===== src/hw/rtl/crp_pkg.sv =====
// Package: shared constants, codes and controller/datapath interface types.
`timescale 1ns / 1ps
package crp_pkg;
  localparam int MAX_POINTS = 64;
  localparam int ADDR_W = $clog2(MAX_POINTS);
  localparam int CNT_W = $clog2(MAX_POINTS + 1);
  localparam int COORD_W = 32;
  localparam int PT_W = 3 * COORD_W;
  localparam int T_W = 17;
  localparam int S_W = 40;
  localparam logic [T_W-1:0] T_AIM = 17'd655;
  localparam logic [15:0] SPEED_RESET = 16'd128;
  localparam logic [6:0] NUM_POINTS_RESET = 7'd4;

  typedef enum logic [1:0] {
    MODE_LOAD = 2'd0,
    MODE_RESTART = 2'd1,
    MODE_TICK = 2'd2
  } mode_t;

  typedef enum logic {
    REG_SPEED = 1'b0,
    REG_NUM_POINTS = 1'b1
  } reg_t;

  typedef enum logic [2:0] {
    ST_IDLE, ST_INC, ST_READ, ST_INIT, ST_MUL, ST_ADD, ST_STORE, ST_OUT
  } state_t;

  typedef struct packed {
    logic wr;
    logic restart;
    logic tick;
    logic upd;
    logic [1:0] rd_k;
    logic cap;
    logic [1:0] cap_k;
    logic init;
    logic mul;
    logic add;
    logic [1:0] step;
    logic store;
    logic [1:0] axis;
    logic aim;
    logic out_load;
  } cmd_t;

  typedef struct packed {
    logic halted;
    logic out_valid;
  } status_t;
endpackage


===== src/hw/rtl/crp_ctrl.sv =====
// Controller: request decode and sequencing of point reads and Horner steps.
`timescale 1ns / 1ps
module crp_ctrl (
  input  logic             clk,
  input  logic             rst,
  input  logic             in_valid,
  output logic             in_ready,
  input  logic [1:0]       mode,
  input  logic             out_ready,
  input  crp_pkg::status_t status,
  output crp_pkg::cmd_t    cmd
);
  crp_pkg::state_t state, state_next;
  logic [2:0] rd_cnt, rd_cnt_next;
  logic [1:0] step, step_next;
  logic [1:0] axis, axis_next;
  logic aim, aim_next;

  always_ff @(posedge clk) begin
    if (rst) begin
      state <= crp_pkg::ST_IDLE;
      rd_cnt <= '0;
      step <= '0;
      axis <= '0;
      aim <= 1'b0;
    end else begin
      state <= state_next;
      rd_cnt <= rd_cnt_next;
      step <= step_next;
      axis <= axis_next;
      aim <= aim_next;
    end
  end

  always_comb begin
    state_next = state;
    rd_cnt_next = rd_cnt;
    step_next = step;
    axis_next = axis;
    aim_next = aim;
    in_ready = 1'b0;
    cmd = '0;
    cmd.step = step;
    cmd.axis = axis;
    cmd.aim = aim;
    cmd.rd_k = rd_cnt[1:0];
    cmd.cap_k = rd_cnt[1:0] - 2'd1;
    unique case (state)
      crp_pkg::ST_IDLE: begin
        in_ready = 1'b1;
        if (in_valid) begin
          unique case (mode)
            crp_pkg::MODE_LOAD: cmd.wr = 1'b1;
            crp_pkg::MODE_RESTART: cmd.restart = 1'b1;
            crp_pkg::MODE_TICK: begin
              if (!status.halted) begin
                cmd.tick = 1'b1;
                state_next = crp_pkg::ST_INC;
              end
            end
            default: ;
          endcase
        end
      end
      crp_pkg::ST_INC: begin
        cmd.upd = 1'b1;
        rd_cnt_next = '0;
        state_next = crp_pkg::ST_READ;
      end
      crp_pkg::ST_READ: begin
        cmd.cap = (rd_cnt != 3'd0);
        if (rd_cnt == 3'd4) begin
          axis_next = '0;
          aim_next = 1'b0;
          state_next = crp_pkg::ST_INIT;
        end else begin
          rd_cnt_next = rd_cnt + 3'd1;
        end
      end
      crp_pkg::ST_INIT: begin
        cmd.init = 1'b1;
        step_next = '0;
        state_next = crp_pkg::ST_MUL;
      end
      crp_pkg::ST_MUL: begin
        cmd.mul = 1'b1;
        state_next = crp_pkg::ST_ADD;
      end
      crp_pkg::ST_ADD: begin
        cmd.add = 1'b1;
        if (step == 2'd2) begin
          state_next = crp_pkg::ST_STORE;
        end else begin
          step_next = step + 2'd1;
          state_next = crp_pkg::ST_MUL;
        end
      end
      crp_pkg::ST_STORE: begin
        cmd.store = 1'b1;
        state_next = crp_pkg::ST_INIT;
        if (axis == 2'd2) begin
          axis_next = '0;
          if (aim) begin
            state_next = crp_pkg::ST_OUT;
          end else begin
            aim_next = 1'b1;
          end
        end else begin
          axis_next = axis + 2'd1;
        end
      end
      crp_pkg::ST_OUT: begin
        if (!status.out_valid || out_ready) begin
          cmd.out_load = 1'b1;
          state_next = crp_pkg::ST_IDLE;
        end
      end
      default: state_next = crp_pkg::ST_IDLE;
    endcase
  end
endmodule

===== config.mk =====
export PLATFORM = sky130hd
export DESIGN_NAME = crp_ctrl
export DESIGN_NICKNAME = d
export VERILOG_FILES = /design/src/hw/rtl/crp_pkg.sv /design/src/hw/rtl/crp_ctrl.sv
export SDC_FILE = /design/constraint.sdc
export NUM_CORES = 1
export LEC_CHECK = 0
export BUFFER_PORTS_ARGS = -buffer_cell sky130_fd_sc_hd__buf_2
export CAP_MARGIN = 20
export CORE_MARGIN = 2
export CORE_UTILIZATION = 46
export CTS_BUF_LIST = sky130_fd_sc_hd__clkbuf_2
export DETAILED_ROUTE_END_ITERATION = 6
export GPL_TIMING_DRIVEN = 0
export HOLD_SLACK_MARGIN = 0.1
export PLACE_DENSITY = 0.78
export SYNTH_ARGS = -nofsm -noshare
export SYNTH_HDL_FRONTEND = slang
export SYNTH_SLANG_ARGS = --single-unit

===== constraint.sdc =====
create_clock -name clk -period 1.2 [get_ports clk]
set_input_delay 0.18 -clock clk [delete_from_list [all_inputs] [get_ports clk]]
set_output_delay 0.18 -clock clk [all_outputs]
set_load 0.01 [all_outputs]

==> flow_summary_export.csv, run 1 <==
group,metric,value,unit
cts,cts-root-buf,"clkbuf_2",
sta,setup_slack,-382,ps
sta,min_period,1580,ps
cts,cts_tree,"yes",
cts,ctsHoldBuffers,0,
synth,synth_area_per_cell,7.48,um2
routing,wl_per_cell,19.7,um
pwr,swShare,32.3,%
critical_path,path_max_fanout,4,
floorplan,start_util,47.4,%
cts,cts_max_level,1,
grt,grt_overflow,0,
pwr,clkPwrFrac,33.2,%
critical_path,critPathLaunchType,"flip-flop",
sta,worst_pin_slew,495,ps
routing,wl,3.54,mm
floorplan,dieWidth,45.7,um
final_layout,final_cell_mix,"buf_2, buf_6, buf_4",
routing,drt_iter0_markers,73,
final_layout,nets,175,
grt,grt_pass1_vias,1027,
synth,synth_area_leaders,"dfxtp_1, buf_4, nor2_1",
grt,grt_pass1_wl,4.33,mm
final_layout,design_area,0.00149,mm2
sta,max-slew-margin-rel,67.0,%
final_layout,fin_util,88.4,%
placement,place_area,990,um2
final_layout,area_delta_synth_final,86.6,%
sta,period_share,132,%
critical_path,reg2reg_to,"step[1]",
placement,dp_hpwl,1.43,mm
grt,grt_max_degree,11,
placement,place_congestion,0.791,
pwr,ir_drop,460,uV
final_layout,antenna_cells,0,
sta,rsz0062_at_grt,"yes",
synth,ys_ff_latch,11,
grt,antenna_found_initial,0,
cts,cts.path.max_buffers,2,
routing,vias,1107,
floorplan,fp.dieH,45.7,um
routing,drtAntennaViolNets,0,
critical_path,regToRegSetupSlack,-250,ps
final_layout,fillers,86,
final_layout,final-seq-area,236,um2
critical_path,worst-r2r-cell-count,9,
min_path,hold_path_class,"input port to flip-flop",
pwr,comb_power_share,18.6,%
critical_path,required,1020,ps
final_layout,multiInputGateArea,667,um2
pwr,intPower,0.000508,W
final_layout,mostFrequentLayoutCell,"buf_2",
outcome,violations,"setup timing",
synth,syn_nets,118,
floorplan,core,0.00169,mm2
routing,viasPerCell,6.15,
synth,postSynthCellCount,107,
cts,clk_transition_reported_paths,170,ps
sta,clock.fmax,0.632,GHz
job,max-cap-violations,0,
critical_path,worstReg2RegStart,"state[0]",
routing,drc,0,
min_path,hp-start,"rst",
grt,grt.total_usage,29.3,%
pwr,power_density,502,mW/mm2
pwr,p_seq_share,48.3,%
sta,clock_skew,30.4,ps
floorplan,die-area,0.00209,mm2
placement,io_buffers,27,
sta,slew_violations,0,
synth,synth_top_area_cell,"dfxtp_1",
placement,dp_slack,-108,ps
floorplan,io_pins,28,
synth,ys_warn_count,0,
critical_path,critPathArrivalTime,1400,ps
synth,yosysTopAreaCellShare,27.5,%
floorplan,rows,15,
sta,final-setup-viol-count,23,
pwr,power_switching,0.000243,W
synth,syn_area,801,um2
critical_path,criticalPathCategory,"flip-flop to primary output",
pwr,p_leak,0.643,nW
final_layout,drive_above_1_share,66.9,%
synth,ys_seq_area_share,27.5,%
cts,numCtsBuffers,3,
cts,cts.sinks,11,
critical_path,endpoint,"cmd[18]",
synth,ys_types,33,
critical_path,crit_path_end_kind,"primary output",
sta,finalHoldViolCount,0,
routing,drtPass1Iterations,4,
critical_path,setup.worst_path.start,"state[0]",
cts,insertion_delay,320,ps
outcome,status,"finished with violations",
-- Yosys cell counts --
| cell | instances |
|---|---|
| o31ai_1 | 3 |
| buf_6 | 1 |
| or2_1 | 1 |
| a21oi_2 | 1 |
| o21bai_1 | 1 |
| a21oi_1 | 7 |
| nor4_1 | 1 |
| buf_4 | 8 |
| nand2_1 | 6 |
| and2b_2 | 1 |
| nand4bb_1 | 1 |
| nor3_2 | 1 |
| nor2_1 | 16 |
| o21ai_0 | 5 |
| nor2b_1 | 4 |
| nor4_2 | 1 |
| nor3_1 | 3 |
| nand3_1 | 4 |
| a22oi_1 | 3 |
| o21a_1 | 1 |
| a31oi_1 | 4 |
| and4bb_2 | 1 |
| buf_2 | 1 |
| a21boi_0 | 1 |
| nand4b_1 | 1 |
| dfxtp_1 | 11 |
| nand3b_1 | 1 |
| inv_1 | 6 |
| and4b_1 | 1 |
| nand2b_1 | 6 |
| o21ai_1 | 1 |
| ha_1 | 3 |
| clkbuf_1 | 1 |
-- sequential cells by signal, indices dropped and copies added (netlist names) --
register,cells
rd_cnt,3
state,3
axis,2
step,2
aim,1
-- stage by stage --
step	hold WS (ps)	power, W	cells	TNS, ps
finish	134	0.000750	180	-4700
CTS	136	0.000696	175	-3040
global placement	462	0.000450	151	-335
global route	131	0.000772	180	-5500
floorplan	347	0.000424	107	0
detailed placement	462	0.000452	151	-623
-- worst max-delay path, cell delays in order (launching register included) --
cell and delay [ps]:
dfxtp_2 370, buf_6 130, nor3_4 210, and4bb_2 270, buf_6 100
-- power groups by stage --
stage / combinational (W) / sequential (W) / clock [W]
floorplan: 0.0000477 / 0.000376 / 0
global placement: 0.0000741 / 0.000376 / 0
detailed placement: 0.0000763 / 0.000376 / 0
CTS: 0.000105 / 0.000364 / 0.000228
global route: 0.000145 / 0.000362 / 0.000264
finish: 0.000139 / 0.000362 / 0.000249
-- routing by layer --
layer	vias up	track usage, %	share of wire (%)
li1	485	-	-
met3	32	7.94	5.7
met1	527	30.0	38
met5	-	0	0
met2	63	54.6	52
met4	0	13.1	5.1
-- logic make-up (layout without fill, tap and decap cells) --
family / after synthesis / after routing / synth area share [%]
flops: 11 / 11 / 27.5
compound gates: 27 / 27 / 20.8
buf+inv: 17 / 73 / 12.8
simple gates: 49 / 49 / 34.2
fa+ha+maj: 3 / 3 / 4.69
-- worst min-delay path by stage --
stage                           to  slack (ps)  depth (start not counted)
after floorplan           state[1]         350                          2
final                     state[1]         130                          3
after detailed placement  state[1]         460                          3
after CTS                 state[1]         140                          3
after global routing      state[1]         130                          3
after global placement    state[1]         460                          3
-- what timing repair did --
action	in CTS	in global routing
resized for setup	48	31
pin swaps	16	18
gates cloned	0	0
endpoints found under the setup margin	20	24
setup buffers	21	7
-- final cells by class --
cell class	count	area share (%)
plain buffers	9	6.87
multi-input cells	79	44.6
flip-flops and latches	11	15.8
clock inverters	1	0.335
inverters	6	1.68
well taps	17	1.42
clock buffers	3	1.01
repair buffers	54	28.2
No activity file was read; power rests on OpenSTA's default activity.
==> run 2, diff against run 1 <==
- CELL_PAD_IN_SITES_DETAIL_PLACEMENT: not set -> 1
- CELL_PAD_IN_SITES_GLOBAL_PLACEMENT: not set -> 1
- CORE_UTILIZATION: 46 -> 32
==> flow_summary_export.csv, run 2 (synthesis results as in run 1) <==
group,metric,value,unit
routing,wl_per_cell,16.6,um
sta,final-setup-viol-count,19,
critical_path,cpPeakStageDelay,360,ps
critical_path,crit_path_frequent_cell,"buf_6",
final_layout,final_cells,187,
sta,min_period,1500,ps
job,max-cap-violations,0,
pwr,power_density,537,mW/mm2
grt,grt_max_degree,11,
critical_path,criticalPathCategory,"flip-flop to primary output",
floorplan,io_pins,28,
placement,dp_slack,-127,ps
critical_path,path_cells,"buf_6, nor3_4, and4bb_2, buf_6",
final_layout,fillers,306,
final_layout,nets,169,
min_path,hold_path_class,"input port to flip-flop",
outcome,status,"finished with violations",
final_layout,mostFrequentLayoutCell,"buf_2",
final_layout,final_cell_mix,"buf_2, buf_6, buf_4",
routing,drtPass1Iterations,4,
grt,antenna_found_initial,0,
sta,setup_slack,-296,ps
sta,period_share,125,%
cts,insertion_delay,290,ps
floorplan,core,0.00243,mm2
sta,setup_tns,-3530,ps
critical_path,critPathArrivalTime,1320,ps
cts,cts-root-buf,"clkbuf_2",
sta,slew_violations,0,
cts,numCtsBuffers,3,
sta,worst_pin_slew,551,ps
placement,io_buffers,27,
sta,finalHoldViolCount,0,
cts,clk_transition_reported_paths,150,ps
critical_path,crit_path_end_kind,"primary output",
final_layout,largest_registers,"rd_cnt: 3 flops, state: 3 flops",
sta,clock.fmax,0.669,GHz
cts,cts.sinks,11,
floorplan,die-area,0.00292,mm2
floorplan,fp.dieH,54.0,um
grt,grt_pass1_wl,4.76,mm
floorplan,rows,18,
grt,grt.total_usage,22.9,%
pwr,p_leak,0.584,nW
routing,wl,3.10,mm
final_layout,area_delta_synth_final,68.4,%
cts,cts.path.max_buffers,2,
critical_path,path_max_fanout,4,
sta,clock_skew,17.4,ps
sta,max-slew-margin-rel,63.3,%
floorplan,start_util,32.9,%
grt,grt_overflow,0,
placement,dp_cells,164,
placement,dp_hpwl,1.79,mm
routing,viasPerCell,5.16,
routing,drc,0,
critical_path,critPathLaunchType,"flip-flop",
cts,cts_tree,"yes",
critical_path,required,1020,ps
pwr,ir_drop,315,uV
sta,rsz0062_at_grt,"yes",
grt,grt_pass1_vias,1038,
final_layout,antenna_cells,0,
final_layout,fin_util,55.5,%
floorplan,dieWidth,54.0,um
critical_path,slowest_stage,"dfxtp_2",
placement,place_congestion,0.735,
routing,drtAntennaViolNets,0,
routing,drt_iter0_markers,14,
sta,fin_hold_ws,172,ps
routing,vias,965,
final_layout,drive_above_1_share,58.0,%
cts,cts_max_level,1,
outcome,violations,"setup timing",
==> run 2: cell types whose count changed in the layout (fill, tap and decap cells not counted), moves of 2 or more <==
cell,before,now
o31ai_4,2,0
nor2_1,10,14
nor2_4,3,1
a22oi_2,3,1
a22oi_1,0,2
nor2_2,3,1
nor3_1,0,2
buf_2,22,20
buf_8,3,1
==> run 2: layout make-up <==
class                   count  area, um2  share of cell area, %
well taps                  30       37.5                   2.78
plain buffers               8       82.6                   6.12
inverters                   6       25.0                   1.86
repair buffers             49        370                   27.5
multi-input cells          79        579                   43.0
clock buffers               4       20.0                   1.48
flip-flops and latches     11        234                   17.3
==> run 2: final timing paths <==
kind              from         to  slack, ps  cells past startpoint
max           state[0]    cmd[18]       -300                      4
min                rst   state[1]        170                      3
max reg2reg  rd_cnt[0]  rd_cnt[2]       -240                      6
min reg2reg    step[1]    step[1]        590                      2
==> run 2: worst max-delay path, delay by kind of cell, from the launching register on <==
kind                   cells  cell delay (ps)
and+or+nand+nor            2              440
DFF                        1              360
buffers and inverters      2              230
==> run 2: timing repair <==
action / CTS / global route
resized for setup: 34 / 17
pin swaps: 11 / 6
endpoints found under the setup margin: 20 / 25
hold buffers: 0 / 0
setup buffers: 17 / 5
endpoints found under the hold margin: 0 / 0
==> run 2: power breakdown <==
part / switching, W / internal, W / total [W] / leakage [nW]
combinational: 0.0000553 / 0.0000589 / 0.000114 / 0.475
sequential: 0.00000161 / 0.000363 / 0.000364 / 0.0928
clock: 0.000158 / 0.0000883 / 0.000246 / 0.0166
==> run 2: routing by layer <==
| layer | GRT usage [%] | routed length [um] | vias to the layer above |
|---|---|---|---|
| met5 | 0 | 0 | - |
| li1 | - | - | 467 |
| met2 | 47.2 | 1780 | 22 |
| met1 | 22.2 | 1170 | 468 |
| met4 | 9.17 | 77 | 0 |
| met3 | 3.06 | 71 | 8 |
==> run 2: metrics by stage <==
step           total power, W  cell area, um2
4_1_cts              0.000700            1260
5_1_grt              0.000745            1350
3_3_place_gp         0.000451            1010
2_1_floorplan        0.000424             833
6_report             0.000725            1350
3_5_place_dp         0.000455            1010
